### config.mk
export PLATFORM = sky130hd
export DESIGN_NAME = lru_writeback_cache_directory
export DESIGN_NICKNAME = d
export VERILOG_FILES = /design/src/lrwb_pkg.sv /design/src/lrwb_cell.sv /design/src/lru_writeback_cache_directory.sv
export SDC_FILE = /design/constraint.sdc
export NUM_CORES = 1
export LEC_CHECK = 0
export BUFFER_PORTS_ARGS = -buffer_cell sky130_fd_sc_hd__buf_2
export CAP_MARGIN = 20
export CORE_ASPECT_RATIO = 1.4
export CORE_MARGIN = 3
export CORE_UTILIZATION = 25
export DETAILED_ROUTE_END_ITERATION = 10
export PLACE_DENSITY = 0.44
export SETUP_SLACK_MARGIN = 0.2
export SYNTH_ARGS = -nofsm -noshare
export SYNTH_HDL_FRONTEND = slang
export SYNTH_SLANG_ARGS = --single-unit
### constraint.sdc
create_clock -name clk_i -period 11.53 [get_ports clk_i]
set_clock_uncertainty 0.2 [all_clocks]
set_input_delay 0.5765 -clock clk_i [delete_from_list [all_inputs] [get_ports clk_i]]
set_output_delay 0.5765 -clock clk_i [all_outputs]
set_load 0.01 [all_outputs]
### src/lrwb_pkg.sv
// ----------------------------------------------------------------------------
// LRU write-back directory package
// Item types, control struct and fixed constants shared by the directory
// top level and its recency cells.
// ----------------------------------------------------------------------------
package lrwb_pkg;

  localparam int KeyFieldW  = 16;
  localparam int SlotFieldW = 4;
  localparam int CapW       = 5;
  localparam int MinCapacity = 3;
  localparam logic [CapW-1:0] CapReset = 5'd16;

  typedef enum logic [1:0] {
    OP_READ  = 2'd0,
    OP_WRITE = 2'd1,
    OP_FLUSH = 2'd2
  } opcode_e;

  typedef struct packed {
    logic [1:0]           opcode;
    logic [KeyFieldW-1:0] key;
  } in_item_t;

  typedef struct packed {
    logic                  hit;
    logic [SlotFieldW-1:0] slot;
    logic                  writeback;
    logic [KeyFieldW-1:0]  victim_key;
    logic                  fill;
    logic                  last;
  } out_item_t;

  typedef struct packed {
    logic shift;
    logic clr_dirty;
  } cell_ctrl_t;

endpackage

### src/lrwb_cell.sv
// ----------------------------------------------------------------------------
// Recency cell
// One position of the move-to-front chain: holds an entry's key, slot,
// valid and dirty marks, compares its key against the lookup key, and takes
// the entry of its left neighbor when the chain shifts.
// ----------------------------------------------------------------------------
module lrwb_cell import lrwb_pkg::*; #(
  parameter int KEY_BITS = 16,
  parameter int SLOT_W   = 4
) (
  input  logic                clk_i,
  input  logic                rst_ni,
  input  cell_ctrl_t          ctrl_i,
  input  logic                prev_valid_i,
  input  logic                prev_dirty_i,
  input  logic [KEY_BITS-1:0] prev_key_i,
  input  logic [SLOT_W-1:0]   prev_slot_i,
  input  logic [KEY_BITS-1:0] lookup_key_i,
  output logic                valid_o,
  output logic                dirty_o,
  output logic [KEY_BITS-1:0] key_o,
  output logic [SLOT_W-1:0]   slot_o,
  output logic                match_o
);

  logic                valid_q;
  logic                dirty_q;
  logic [KEY_BITS-1:0] key_q;
  logic [SLOT_W-1:0]   slot_q;

  always_ff @(posedge clk_i or negedge rst_ni) begin
    if (!rst_ni) begin
      valid_q <= 1'b0;
      dirty_q <= 1'b0;
    end else if (ctrl_i.shift) begin
      valid_q <= prev_valid_i;
      dirty_q <= prev_dirty_i;
    end else if (ctrl_i.clr_dirty) begin
      dirty_q <= 1'b0;
    end
  end

  always_ff @(posedge clk_i) begin
    if (ctrl_i.shift) begin
      key_q  <= prev_key_i;
      slot_q <= prev_slot_i;
    end
  end

  // An invalid cell never matches, so its unwritten key is never used.
  assign match_o = valid_q && (key_q == lookup_key_i);
  assign valid_o = valid_q;
  assign dirty_o = dirty_q;
  assign key_o   = key_q;
  assign slot_o  = slot_q;

endmodule

### src/lru_writeback_cache_directory.sv
// ----------------------------------------------------------------------------
// LRU write-back cache directory
// Fully associative tag directory kept as a move-to-front chain of cells,
// with write-back of dirty victims and a flush walk over dirty entries.
// ----------------------------------------------------------------------------
// The block takes one item at a time. A read or write access has two
// steps: ST_LOOK compares the key against every cell of the chain and picks
// the hit, fill or victim position, and ST_UPD shifts the chain so the entry
// lands in front, with the result loaded into the output register in the
// same cycle; ST_UPD waits while a stalled result still holds that register.
// The next item is accepted in the cycle after ST_UPD. A flush walks the
// chain from most to least recent, one cell a cycle except while a dirty
// cell's result waits behind a stalled one, and ends with a result marked
// last. Valid and dirty marks reset at once; no clearing pass is needed
// after reset.
// ----------------------------------------------------------------------------
module lru_writeback_cache_directory import lrwb_pkg::*; #(
  parameter int ENTRIES  = 16,
  parameter int KEY_BITS = 16
) (
  input  logic            clk_i,
  input  logic            rst_ni,
  input  logic            in_valid_i,
  output logic            in_stall_o,
  input  in_item_t        in_item_i,
  output logic            out_valid_o,
  input  logic            out_stall_i,
  output out_item_t       out_item_o,
  input  logic            cfg_we_i,
  input  logic [CapW-1:0] cfg_wdata_i
);

  localparam int SlotW    = $clog2(ENTRIES);
  localparam int OccW     = $clog2(ENTRIES + 1);
  localparam int KeyExtW  = (KEY_BITS > KeyFieldW) ? KEY_BITS : KeyFieldW;
  localparam int SlotExtW = (SlotW > SlotFieldW) ? SlotW : SlotFieldW;
  localparam int CmpW     = (OccW > CapW) ? OccW : CapW;

  typedef enum logic [4:0] {
    ST_IDLE  = 5'b00001,
    ST_LOOK  = 5'b00010,
    ST_UPD   = 5'b00100,
    ST_FLUSH = 5'b01000,
    ST_FEND  = 5'b10000
  } state_e;

  state_e              state_q, state_d;
  logic [CapW-1:0]     cap_q;
  logic [OccW-1:0]     occ_q, occ_d;
  logic [SlotW-1:0]    fl_idx_q, fl_idx_d;
  logic                out_valid_q;
  out_item_t           out_q, out_d;

  logic [1:0]          op_q;
  logic [KEY_BITS-1:0] key_q;
  logic [SlotW-1:0]    pos_q;
  logic                hit_q;
  logic [SlotW-1:0]    new_slot_q;
  logic                new_dirty_q;
  logic                wb_q;
  logic [KEY_BITS-1:0] vkey_q;
  logic                grow_q;

  logic                in_accept;
  logic                out_free;
  logic                emit;
  logic                upd_go;
  logic                flush_clr;

  logic [ENTRIES-1:0]  c_valid, c_dirty, c_match;
  logic [KEY_BITS-1:0] c_key [ENTRIES];
  logic [SlotW-1:0]    c_slot [ENTRIES];
  logic [ENTRIES-1:0]  p_valid, p_dirty;
  logic [KEY_BITS-1:0] p_key [ENTRIES];
  logic [SlotW-1:0]    p_slot [ENTRIES];
  cell_ctrl_t          ctrl [ENTRIES];

  logic                hit;
  logic [SlotW-1:0]    hit_pos;
  logic [CmpW-1:0]     cap_ext, eff_cap;
  logic                can_grow;
  logic [OccW-1:0]     occ_m1;
  logic [SlotW-1:0]    rd_idx;
  logic                rd_valid, rd_dirty;
  logic [KEY_BITS-1:0] rd_key;
  logic [SlotW-1:0]    rd_slot;
  logic [KeyExtW-1:0]  key_in_ext, vkey_ext, rd_key_ext;
  logic [SlotExtW-1:0] new_slot_ext, rd_slot_ext;

  assign in_accept   = in_valid_i && !in_stall_o;
  assign in_stall_o  = (state_q != ST_IDLE);
  assign out_free    = !out_valid_q || !out_stall_i;
  assign out_valid_o = out_valid_q;
  assign out_item_o  = out_q;

  // The chain: cell 0 takes the entry being promoted, every other cell its
  // left neighbor.
  always_comb begin
    for (int i = 0; i < ENTRIES; i++) begin
      if (i == 0) begin
        p_valid[i] = 1'b1;
        p_dirty[i] = new_dirty_q;
        p_key[i]   = key_q;
        p_slot[i]  = new_slot_q;
      end else begin
        p_valid[i] = c_valid[i-1];
        p_dirty[i] = c_dirty[i-1];
        p_key[i]   = c_key[i-1];
        p_slot[i]  = c_slot[i-1];
      end
      ctrl[i].shift     = upd_go && (SlotW'(i) <= pos_q);
      ctrl[i].clr_dirty = flush_clr && (fl_idx_q == SlotW'(i));
    end
  end

  for (genvar g = 0; g < ENTRIES; g++) begin : g_cell
    lrwb_cell #(
      .KEY_BITS (KEY_BITS),
      .SLOT_W   (SlotW)
    ) u_cell (
      .clk_i        (clk_i),
      .rst_ni       (rst_ni),
      .ctrl_i       (ctrl[g]),
      .prev_valid_i (p_valid[g]),
      .prev_dirty_i (p_dirty[g]),
      .prev_key_i   (p_key[g]),
      .prev_slot_i  (p_slot[g]),
      .lookup_key_i (key_q),
      .valid_o      (c_valid[g]),
      .dirty_o      (c_dirty[g]),
      .key_o        (c_key[g]),
      .slot_o       (c_slot[g]),
      .match_o      (c_match[g])
    );
  end

  // Keys are unique in the chain, so the match vector is one-hot or empty.
  always_comb begin
    hit_pos = '0;
    for (int i = 0; i < ENTRIES; i++) begin
      if (c_match[i]) begin
        hit_pos = hit_pos | SlotW'(i);
      end
    end
  end
  assign hit = |c_match;

  always_comb begin
    cap_ext = CmpW'(cap_q);
    if (cap_q == '0 || cap_ext > CmpW'(ENTRIES)) begin
      eff_cap = CmpW'(ENTRIES);
    end else if (cap_ext < CmpW'(MinCapacity)) begin
      eff_cap = CmpW'(MinCapacity);
    end else begin
      eff_cap = cap_ext;
    end
  end

  assign can_grow = (CmpW'(occ_q) < eff_cap) || (occ_q == '0);
  assign occ_m1   = occ_q - OccW'(1);

  // Single read port into the chain: the flush pointer, the hit position
  // or the least recent valid cell.
  always_comb begin
    if (state_q == ST_FLUSH) begin
      rd_idx = fl_idx_q;
    end else if (hit) begin
      rd_idx = hit_pos;
    end else begin
      rd_idx = occ_m1[SlotW-1:0];
    end
  end
  assign rd_valid = c_valid[rd_idx];
  assign rd_dirty = c_dirty[rd_idx];
  assign rd_key   = c_key[rd_idx];
  assign rd_slot  = c_slot[rd_idx];

  assign key_in_ext   = KeyExtW'(in_item_i.key);
  assign vkey_ext     = KeyExtW'(vkey_q);
  assign rd_key_ext   = KeyExtW'(rd_key);
  assign new_slot_ext = SlotExtW'(new_slot_q);
  assign rd_slot_ext  = SlotExtW'(rd_slot);

  always_comb begin
    state_d   = state_q;
    occ_d     = occ_q;
    fl_idx_d  = fl_idx_q;
    emit      = 1'b0;
    upd_go    = 1'b0;
    flush_clr = 1'b0;
    out_d     = '0;
    case (state_q)
      ST_IDLE: begin
        if (in_valid_i) begin
          state_d = ST_LOOK;
        end
      end
      ST_LOOK: begin
        if (op_q == OP_READ || op_q == OP_WRITE) begin
          state_d = ST_UPD;
        end else if (op_q == OP_FLUSH) begin
          state_d  = ST_FLUSH;
          fl_idx_d = '0;
        end else begin
          state_d = ST_IDLE;
        end
      end
      ST_UPD: begin
        if (out_free) begin
          emit             = 1'b1;
          upd_go           = 1'b1;
          out_d.hit        = hit_q;
          out_d.slot       = new_slot_ext[SlotFieldW-1:0];
          out_d.writeback  = wb_q;
          out_d.victim_key = wb_q ? vkey_ext[KeyFieldW-1:0] : '0;
          out_d.fill       = !hit_q;
          out_d.last       = 1'b1;
          occ_d            = occ_q + OccW'(grow_q);
          state_d          = ST_IDLE;
        end
      end
      ST_FLUSH: begin
        if (!(rd_valid && rd_dirty) || out_free) begin
          if (rd_valid && rd_dirty) begin
            emit             = 1'b1;
            flush_clr        = 1'b1;
            out_d.slot       = rd_slot_ext[SlotFieldW-1:0];
            out_d.writeback  = 1'b1;
            out_d.victim_key = rd_key_ext[KeyFieldW-1:0];
          end
          if (fl_idx_q == SlotW'(ENTRIES - 1)) begin
            state_d = ST_FEND;
          end else begin
            fl_idx_d = fl_idx_q + SlotW'(1);
          end
        end
      end
      ST_FEND: begin
        if (out_free) begin
          emit       = 1'b1;
          out_d.last = 1'b1;
          state_d    = ST_IDLE;
        end
      end
      default: begin
        state_d = ST_IDLE;
      end
    endcase
  end

  always_ff @(posedge clk_i or negedge rst_ni) begin
    if (!rst_ni) begin
      state_q     <= ST_IDLE;
      cap_q       <= CapReset;
      occ_q       <= '0;
      fl_idx_q    <= '0;
      out_valid_q <= 1'b0;
    end else begin
      state_q  <= state_d;
      occ_q    <= occ_d;
      fl_idx_q <= fl_idx_d;
      if (cfg_we_i) begin
        cap_q <= cfg_wdata_i;
      end
      if (emit) begin
        out_valid_q <= 1'b1;
      end else if (!out_stall_i) begin
        out_valid_q <= 1'b0;
      end
    end
  end

  always_ff @(posedge clk_i) begin
    if (emit) begin
      out_q <= out_d;
    end
    if (in_accept) begin
      op_q  <= in_item_i.opcode;
      key_q <= key_in_ext[KEY_BITS-1:0];
    end
    if (state_q == ST_LOOK) begin
      hit_q       <= hit;
      grow_q      <= !hit && can_grow;
      wb_q        <= !hit && !can_grow && rd_dirty;
      vkey_q      <= rd_key;
      new_dirty_q <= (hit && rd_dirty) || (op_q == OP_WRITE);
      if (hit) begin
        pos_q      <= hit_pos;
        new_slot_q <= rd_slot;
      end else if (can_grow) begin
        pos_q      <= occ_q[SlotW-1:0];
        new_slot_q <= occ_q[SlotW-1:0];
      end else begin
        pos_q      <= occ_m1[SlotW-1:0];
        new_slot_q <= rd_slot;
      end
    end
  end

  // Valid cells always form a prefix of the chain whose length is the
  // occupancy count.
  a_occ_bound: assert property (@(posedge clk_i) disable iff (!rst_ni)
    occ_q <= OccW'(ENTRIES))
    else $error("occupancy above entry count");

  a_valid_prefix: assert property (@(posedge clk_i) disable iff (!rst_ni)
    $countones(c_valid) == int'(occ_q))
    else $error("valid cells do not match occupancy");

  a_unique_key: assert property (@(posedge clk_i) disable iff (!rst_ni)
    $onehot0(c_match))
    else $error("key present in more than one cell");

  a_upd_result: assert property (@(posedge clk_i) disable iff (!rst_ni)
    (state_q == ST_UPD && out_free) |=> (out_valid_q && out_q.last))
    else $error("access update did not present its result");

endmodule

==> reports/summary.txt, run 1 <==
status = finished clean
post-synthesis xor/xnor area fraction = 0.103
Psw = 2330 uW
Synth cell types = 75
final worst path period share = 0.591
Syn-to-layout area delta = 14.9%
Wirelength per Cell = 25.9 um
die height = 362 um
Via density = 4.76
CP endpoint kind = flip-flop
Final Critical Period = 6.81 ns
clk sinks = 442
Iteration-0 DRC Markers = 767
fin nets = 1765
Async SR Flop Fraction = 0.118
crit-path max FO = 40
total grt overflow = 0
top cell type's share of synthesized area = 0.519
post-synthesis mux area share = 0.153
Longest Clk Path Bufs = 3
Final Worst Setup Slack = 4.72 ns
placed inst area = 24200 um^2
clock share of power = 0.257
number of synthesized register bits = 442
worst setup path category = flip-flop to flip-flop
Comb power frac = 0.394
slowest CP cell = edfxtp_1
main flop type after synthesis = edfxtp_1
number of global-route vias before repair = 15000
RSZ-0062 raised after global routing = no
worst slack, placed = 4.68 ns
Synth area leaders = edfxtp_1 52%, mux2i_1 14%, xnor2_1 5.7%
max cap viols = 0
Max-slew headroom = 0.213
Total GRT Usage = 0.161
clk_lat worst skew = 0.61 ns
Final setup viols = 0
Detailed Routing Iterations Pass 1 = 5
setup repair bufs after CTS = 0
max frequency = 147 MHz
Post-DP HPWL = 58000 um
Std-Cell Rows = 129
Cells after Synth = 1652
Post-synth EDFFs = 390
Inserted Diodes = 0
CP cell instances = xor2_1, or4_1, nor3b_1, a22oi_1, nand4_1, nor4_2, nor2_4, buf_4, buf_4, mux2i_1, mux2i_1, a221oi_4, or3_1, o21ai_2, buf_4
Flop pwr share = 0.350
Synthesized Nets = 1693
TNS Setup = 0 ns
largest net degree at the start of global routing = 95
Synth Warn # = 0
Max Slew Vio Count = 0
CTS HTree Levels = 2
worst slew pin tran = 1.15 ns
largest family of logic cells by synthesized area = multiplexers
Pwr Density = 227 nW/um^2
dpl cells = 2831
routed via count = 14000
synthesized area = 22600 um^2
Internal = 3560 uW
CP max stage delay = 1.07 ns
drt drc = 0
post-synthesis sequential area ratio = 0.576
Clk pin slew, worst setup/hold paths = 0.07 ns
simple-gate share of the synthesized area = 0.0883
I/O pin count = 54
Worst EP arrival = 6.94 ns
non-filler cells, final = 2939
post-route ant nets = 0
Root Buffer = clkbuf_16
layout cells sized above 1 = 0.119
Post-Synth Adder-Cell Area = 0.00720
Compound-Gate Fraction of Synth Area = 0.0460
core box area = 88900 um^2
Die Area = 94000 um^2
Sw Ratio = 0.396
CTS tree = done
port buffer count = 53
CP delay by family, top = simple AND/OR/NAND/NOR gates
antenna violations before repair = 1
Yosys top cell by area = edfxtp_1
crit path buf inv count = 3
initial core utilization = 0.254
final hold vios = 0
DIE WIDTH = 260 um
final WL = 76100 um
WP data required = 11.65 ns
CP startpoint kind = flip-flop
fin area = 26000 um^2
most numerous cell on the critical path = buf_4
total CTS buffers = 45
Max VDD drop = 0.169 mV
CTS resizes = 0
Leak = 0.00957 uW
Min-Delay Path Class = input pin to flip-flop
first-pass GRT wire length = 109000 um
routability cong. = 0.939
synthesized area per cell = 13.7 um^2
Post-CTS Hold Fix Bufs = 23
## power by group through the flow
stage / combinational (uW) / clock (uW) / sequential, uW
global route: 2450 / 1610 / 2080
CTS: 2350 / 1560 / 2070
global placement: 2330 / 0 / 2100
finish: 2320 / 1510 / 2060
floorplan: 1500 / 0 / 2000
detailed placement: 2330 / 0 / 2100
## registers in the layout (all words and copies together), names as in the netlist, 16 cells and up
signal	cells
g_cell.u_cell.key_o	256
g_cell.u_cell.slot_o	64
out_item_o	24
g_cell.u_cell.dirty_o	16
g_cell.u_cell.valid_o	16
key_q	16
vkey_ext	16
## final timing paths
check	startpoint	cells after the start	to	slack (ns)
setup / recovery	key_q[5]$_DFFE_PP_	15	out_item_o[14]$_DFFE_PP_	4.72
hold / removal	cfg_wdata_i[4]	3	cap_ext[4]$_DFFE_PN1P_	0.03
setup reg to reg	key_q[5]$_DFFE_PP_	15	out_item_o[14]$_DFFE_PP_	4.72
hold reg to reg	g_cell[1].u_cell.slot_o[2]$_DFFE_PP_	0	g_cell[2].u_cell.slot_o[2]$_DFFE_PP_	0.25
max in group asynchronous	rst_ni	3	g_cell[7].u_cell.valid_o$_DFFE_PN0P_	10.13
min in group asynchronous	rst_ni	3	state_q[1]$_DFFE_PN0P_	0.48
## worst min-delay path: stages
cell	delay, ns
buf_2	0.08
nand2_1	0.04
o21ai_0	0.09
## cell usage in the layout (no fill, tap or decap), types with 45 or more instances in the layout
master / n
dfrtp_1: 50
edfxtp_1: 390
nand4_1: 46
nand2_1: 68
xnor2_1: 146
clkbuf_16: 45
mux2i_1: 320
or4_1: 56
xor2_1: 119
buf_2: 53
## Yosys cell counts (4+ instances only)
cell and n:
nand3_1 29, o31a_1 9, buf_2 50, nor3b_1 11, inv_1 29, nand2b_1 7
mux2i_1 320, or4_1 56, o21ai_1 4, a31oi_1 6, a211oi_1 7, o22ai_1 13
xor2_1 119, or4bb_1 10, o22a_1 4, nand2_1 68, o21ai_0 19, ha_1 13
buf_1 5, clkbuf_1 22, o21a_1 4, mux2_2 20, nor3_1 21, dfrtp_1 50
nor2_1 33, xnor2_1 146, and3_1 5, nand4_1 46, buf_4 5, buf_6 9
nor4_1 19, a22oi_1 7, edfxtp_1 390, a21oi_1 15, nor4bb_1 4, nand3b_1 4
a32o_1 22
## metrics by stage
stage           util  hold WS, ns  power [uW]
3_3_place_gp   0.272        0.229        4430
3_5_place_dp   0.272        0.231        4430
4_1_cts        0.291      0.00453        5980
6_report       0.292       0.0310        5890
5_1_grt        0.292       0.0159        6130
2_1_floorplan      -       0.0809        3510
## final cells by class
cell class	count	area [um^2]
inverters	30	113
repair buffers	116	856
fillers	8963	63000
well taps	1179	1480
clock inverters	29	289
clock buffers	54	1170
flip-flops and latches	442	13000
multi-input cells	1089	9030
## per-layer routing
layer	up-vias	share of wire	track usage
met5	-	0	0
met1	7103	0.37	0.173
li1	6436	-	-
met3	162	0.022	0.0166
met4	0	0.069	0.0992
met2	296	0.54	0.300
## cells by family after synthesis
family                   Yosys count
buffers and inverters            121
AO/OA/AOI/OAI                    134
adder cells (fa/ha/maj)           13
flip-flops                       442
XOR/XNOR                         265
multiplexers                     341
AND/OR/NAND/NOR                  336
Power figures use the tool's default switching activity.
==> inputs of run 2 (changes only) <==
--- a/config.mk
+++ b/config.mk
@@ -11,7 +11,7 @@
 export CORE_MARGIN = 3
 export CORE_UTILIZATION = 25
 export DETAILED_ROUTE_END_ITERATION = 10
-export PLACE_DENSITY = 0.44
+export PLACE_DENSITY = 0.45
 export SETUP_SLACK_MARGIN = 0.2
 export SYNTH_ARGS = -nofsm -noshare
 export SYNTH_HDL_FRONTEND = slang
==> constraint.sdc (replaced) <==
create_clock -name clk_i -period 6.07 [get_ports clk_i]
set_clock_uncertainty 0.2 [all_clocks]
set_input_delay 0.3035 -clock clk_i [delete_from_list [all_inputs] [get_ports clk_i]]
set_output_delay 0.3035 -clock clk_i [all_outputs]
set_load 0.01 [all_outputs]
==> reports/summary.txt, run 2 (synthesis results as in run 1) <==
first-pass GRT wire length = 105000 um
core box area = 88900 um^2
worst slack, placed = 0.440 ns
initial core utilization = 0.254
final WL = 74000 um
Final Critical Period = 5.62 ns
Leak = 0.00986 uW
drt drc = 0
Total GRT Usage = 0.154
CP startpoint kind = flip-flop
Max VDD drop = 0.270 mV
Post-DP HPWL = 57100 um
Sw Ratio = 0.377
r2r worst-path depth = 16
Clk pin slew, worst setup/hold paths = 0.06 ns
post-layout util = 0.298
worst setup path category = flip-flop to flip-flop
RSZ-0062 raised after global routing = no
final hold vios = 0
Min-Delay Path Class = input pin to flip-flop
met1 Use GR = 0.182
DIE WIDTH = 260 um
number of global-route vias before repair = 14800
routed via count = 14200
Longest Clk Path Bufs = 3
GR Layer Usage met2 = 0.280
Pwr Density = 424 nW/um^2
Via density = 4.77
Comb power frac = 0.398
fin area = 26500 um^2
largest net degree at the start of global routing = 53
fin nets = 1815
status = finished clean
worst slew pin tran = 1.05 ns
Max-slew headroom = 0.301
Final setup viols = 0
Psw = 4220 uW
Wirelength per Cell = 24.8 um
post-route ant nets = 0
Flop pwr share = 0.346
Die Area = 94000 um^2
FF/Latch Area = 13000 um^2
WP data required = 6.16 ns
total CTS buffers = 48
crit-path max FO = 24
Multi-input gate area = 9020 um^2
Max Slew Vio Count = 0
# fillers = 8932
TNS Setup = 0 ns
busiest layer in global routing = met2
number of cells on the worst hold path = 3
layout cells sized above 1 = 0.138
Internal = 6990 uW
CP endpoint kind = flip-flop
non-filler cells, final = 2989
Detailed Routing Iterations Pass 1 = 5
Iteration-0 DRC Markers = 890
final worst path period share = 0.926
antenna violations before repair = 0
die height = 362 um
I/O pin count = 54
Root Buffer = clkbuf_16
Final Worst Setup Slack = 0.446 ns
max cap viols = 0
port buffer count = 53
total grt overflow = 0
Syn-to-layout area delta = 17.3%
clock share of power = 0.255
max FFs per register = 256
Worst EP arrival = 5.71 ns
Inserted Diodes = 0
Std-Cell Rows = 129
CTS tree = done
placed inst area = 24600 um^2
max frequency = 178 MHz
clk_lat worst skew = 0.59 ns
met3 usage = 0.0184
clk sinks = 442
leading cell type in the layout, fill and taps excluded = edfxtp_1
routability cong. = 0.890
most frequent cells in the layout = 390 x edfxtp_1, 320 x mux2i_1, 146 x xnor2_1
CTS HTree Levels = 2
dpl cells = 2869
==> run 2: cell type report <==
type | count | share of cell area
flip-flops and latches | 442 | 0.492
multi-input cells | 1089 | 0.341
well taps | 1179 | 0.0557
repair buffers | 163 | 0.0513
clock buffers | 66 | 0.0499
clock inverters | 20 | 0.00633
inverters | 30 | 0.00425
==> run 2: worst paths after layout <==
kind | startpoint | end | slack [ns]
setup / recovery | key_q[14]$_DFFE_PP_ | out_item_o[17]$_DFFE_PP_ | 0.45
hold / removal | out_stall_i | state_q[4]$_DFFE_PN0P_ | 0.09
setup reg to reg | key_q[14]$_DFFE_PP_ | out_item_o[17]$_DFFE_PP_ | 0.45
hold reg to reg | g_cell[1].u_cell.slot_o[2]$_DFFE_PP_ | g_cell[2].u_cell.slot_o[2]$_DFFE_PP_ | 0.25
max in group asynchronous | rst_ni | state_q[1]$_DFFE_PN0P_ | 4.88
min in group asynchronous | rst_ni | g_cell[14].u_cell.valid_o$_DFFE_PN0P_ | 0.18
==> run 2: power by group through the flow <==
stage / combinational (uW) / clock, uW / sequential [uW]
4_1_cts: 4490 / 2940 / 3890
6_report: 4470 / 2860 / 3880
2_1_floorplan: 2860 / 0 / 3810
3_3_place_gp: 4450 / 0 / 3940
3_5_place_dp: 4460 / 0 / 3950
5_1_grt: 4730 / 3060 / 3910
==> run 2: repair_timing <==
item	CTS	global route
setup endpoints to repair	0	26
hold buffers	31	0
resized for setup	0	1
hold endpoints to repair	76	0
buffers inserted	0	3
==> run 2: critical path, cell delays in order, from the launching register on <==
cell and delay (ns):
edfxtp_1 0.61, buf_4 0.28, xnor2_1 0.42, or4bb_1 0.43, nor4_1 0.39, a22oi_1 0.24
nand4_1 0.28, nor4_2 0.06, buf_4 0.19, nor2_4 0.44, buf_4 0.22, a211oi_1 0.04
a2111oi_0 0.55, a311oi_2 0.09, or3_1 0.50, o21ai_2 0.14, buf_12 0.22
==> run 2: metal layers <==
layer,share of wire,vias to the layer above,wire (um)
met3,0.032,120,2380
met5,0,-,0
met2,0.52,370,38500
met4,0.047,0,3500
met1,0.40,7224,29600
li1,-,6531,-
==> run 2: stage by stage <==
| step | hold WS [ns] | power [uW] |
|---|---|---|
| CTS | 0.0741 | 11300 |
| detailed placement | 0.235 | 8400 |
| floorplan | -0.192 | 6660 |
| finish | 0.0920 | 11200 |
| global placement | 0.233 | 8390 |
| global route | 0.0889 | 11700 |
==> inputs of run 3 (changes only) <==
--- a/config.mk
+++ b/config.mk
@@ -15,4 +15,5 @@
 export SETUP_SLACK_MARGIN = 0.2
 export SYNTH_ARGS = -nofsm -noshare
 export SYNTH_HDL_FRONTEND = slang
+export SYNTH_HIERARCHICAL = 1
 export SYNTH_SLANG_ARGS = --single-unit
==> reports/summary.txt, run 3 <==
DIE WIDTH = 254 um
max FFs per register = 256
Yosys top cell by area = edfxtp_1
final hold vios = 0
post-synthesis sequential area ratio = 0.606
Leak = 0.00906 uW
crit-path max FO = 46
antenna violations before repair = 0
RSZ-0062 raised after global routing = no
Post-DP HPWL = 49100 um
non-filler cells, final = 2757
r2r setup slk = 0.51 ns
CP max stage delay = 0.73 ns
Final Critical Period = 5.56 ns
fin area = 25400 um^2
core box area = 84700 um^2
Syn-to-layout area delta = 18.2%
worst setup path category = flip-flop to flip-flop
Min-Delay Path Class = input pin to flip-flop
CTS tree = done
Sw Ratio = 0.356
CP endpoint kind = flip-flop
max cap viols = 0
top cell type's share of synthesized area = 0.545
Max Slew Vio Count = 0
total CTS buffers = 46
Synth Warn # = 6
initial core utilization = 0.254
synthesized area = 21500 um^2
Final setup viols = 0
placed inst area = 23600 um^2
status = finished clean
Synthesized Nets = 1519
WP data required = 6.16 ns
Flop pwr share = 0.354
Worst EP arrival = 5.65 ns
Max VDD drop = 0.394 mV
CP startpoint kind = flip-flop
CP cell instances = xor2_1, nor4_1, buf_4, nand4_1, nor4_2, buf_4, or4_4, or4_1, mux2i_1, a2bb2oi_4, buf_12, buf_12, buf_4, mux2i_1, mux2i_1, mux2i_1, mux2_2, o21ai_0
most instantiated cells after synthesis = 390 x edfxtp_1, 305 x mux2i_1, 199 x xnor2_1
clk sinks = 442
Synth cell types = 62
Via density = 4.75
Root Buffer = clkbuf_16
die height = 353 um
I/O pin count = 54
layout cells sized above 1 = 0.161
Wirelength per Cell = 24.6 um
routability cong. = 0.880
setup repair bufs after CTS = 0
dpl cells = 2646
fin nets = 1678
Cells after Synth = 1478
count leader, synth = edfxtp_1
most frequent cells in the layout = 390 x edfxtp_1, 305 x mux2i_1, 199 x xnor2_1
Clk pin slew, worst setup/hold paths = 0.07 ns
leading cell type in the layout, fill and taps excluded = edfxtp_1
Std-Cell Rows = 126
Longest Clk Path Bufs = 3
port buffer count = 53
Internal = 7030 uW
post-layout util = 0.300
synthesized area per cell = 14.5 um^2
Total GRT Usage = 0.150
Iteration-0 DRC Markers = 772
CTS HTree Levels = 2
drt drc = 0
Die Area = 89500 um^2
main flop type after synthesis = edfxtp_1
worst slack, placed = 0.409 ns
clock share of power = 0.265
number of synthesized register bits = 442
final WL = 67800 um
Synth area leaders = edfxtp_1 55%, mux2i_1 14%, xnor2_1 8.1%
Async SR Flop Fraction = 0.118
clk_lat worst skew = 0.57 ns
Comb power frac = 0.381
largest net degree at the start of global routing = 53
max frequency = 180 MHz
Psw = 3890 uW
TNS Setup = 0 ns
Final Worst Setup Slack = 0.510 ns
slowest CP cell = or4_1
first-pass GRT wire length = 98300 um
number of global-route vias before repair = 14000
Detailed Routing Iterations Pass 1 = 5
final worst path period share = 0.916
post-route ant nets = 0
Post-synth EDFFs = 390
most numerous cell on the critical path = mux2i_1
worst slew pin tran = 1.14 ns
Max-slew headroom = 0.238
routed via count = 13100
total grt overflow = 0
Pwr Density = 430 nW/um^2
run 3: cell count changes after synthesis, moves of 15 or more:
cell,delta
nor4_2,+17
a22o_1,+16
nand3_1,-16
xnor2_1,+53
or4_1,-52
mux2i_1,-15
nand2_1,-21
buf_2,-40
xor2_1,-53
run 3: metal layers:
| layer | up-vias | GRT usage | part of all wire |
|---|---|---|---|
| li1 | 5958 | - | - |
| met1 | 6827 | 0.166 | 0.38 |
| met2 | 219 | 0.294 | 0.56 |
| met3 | 83 | 0.0141 | 0.023 |
| met4 | 0 | 0.0515 | 0.034 |
| met5 | - | 0 | 0 |
run 3: path summary, 6_finish.rpt:
| kind | from | end | depth (start not counted) |
|---|---|---|---|
| min in group asynchronous | rst_ni | out_valid_o$_DFFE_PN0P_ | 3 |
| min reg2reg | g_cell[13].u_cell/slot_o[1]$_DFFE_PP_ | g_cell[14].u_cell/slot_o[1]$_DFFE_PP_ | 0 |
| max reg2reg | key_q[7]$_DFFE_PP_ | new_slot_ext[3]$_DFFE_PN_ | 18 |
| max | key_q[7]$_DFFE_PP_ | new_slot_ext[3]$_DFFE_PN_ | 18 |
| min | out_stall_i | out_valid_o$_DFFE_PN0P_ | 4 |
| max in group asynchronous | rst_ni | g_cell[11].u_cell/valid_o$_DFFE_PN0P_ | 3 |
run 3: cells by family after synthesis:
group | count (synthesis) | synth area share
compound gates | 109 | 0.0399
xor+xnor | 265 | 0.108
fa+ha+maj | 13 | 0.00758
buf+inv | 71 | 0.0156
flops | 442 | 0.606
mux | 331 | 0.156
other cells | 1 | 0.000175
simple gates | 246 | 0.0663
run 3: power groups by stage:
| stage | logic, uW | clock network, uW | registers, uW |
|---|---|---|---|
| finish | 4170 | 2890 | 3870 |
| global route | 4460 | 3080 | 3900 |
| CTS | 4210 | 2980 | 3870 |
| detailed placement | 4180 | 0 | 3940 |
| global placement | 4180 | 0 | 3930 |
| floorplan | 2880 | 0 | 3890 |
run 3: layout make-up:
| cell class | instances | area (um^2) |
|---|---|---|
| fill | 8410 | 59300 |
| sequential | 442 | 13000 |
| multi-input combinational | 965 | 8200 |
| tap | 1088 | 1360 |
| clock buffer | 61 | 1300 |
| timing repair buffer | 164 | 1250 |
| clock inverter | 18 | 186 |
| inverter | 18 | 67.6 |
| antenna | 1 | 2.50 |
run 3: critical path: cells and delay by family (launching register included):
kind            cells  cell delay [ns]
simple gates        5             1.57
mux                 5             1.10
buf+inv             5             1.07
flops               1             0.68
compound gates      2             0.40
xor+xnor            1             0.19
run 3: stage by stage:
step           hold slack [ns]  power [uW]
2_1_floorplan           -0.192        6770
3_3_place_gp             0.231        8110
3_5_place_dp             0.235        8120
4_1_cts                 0.0286       11100
5_1_grt                 0.0779       11400
6_report                0.0605       10900
run 3: what timing repair did:
| action | 4_1_cts | 5_1_grt |
|---|---|---|
| gates resized for setup | 0 | 1 |
| endpoints found under the hold margin | 76 | 0 |
| setup endpoints to repair | 0 | 2 |
| hold buffers | 31 | 0 |
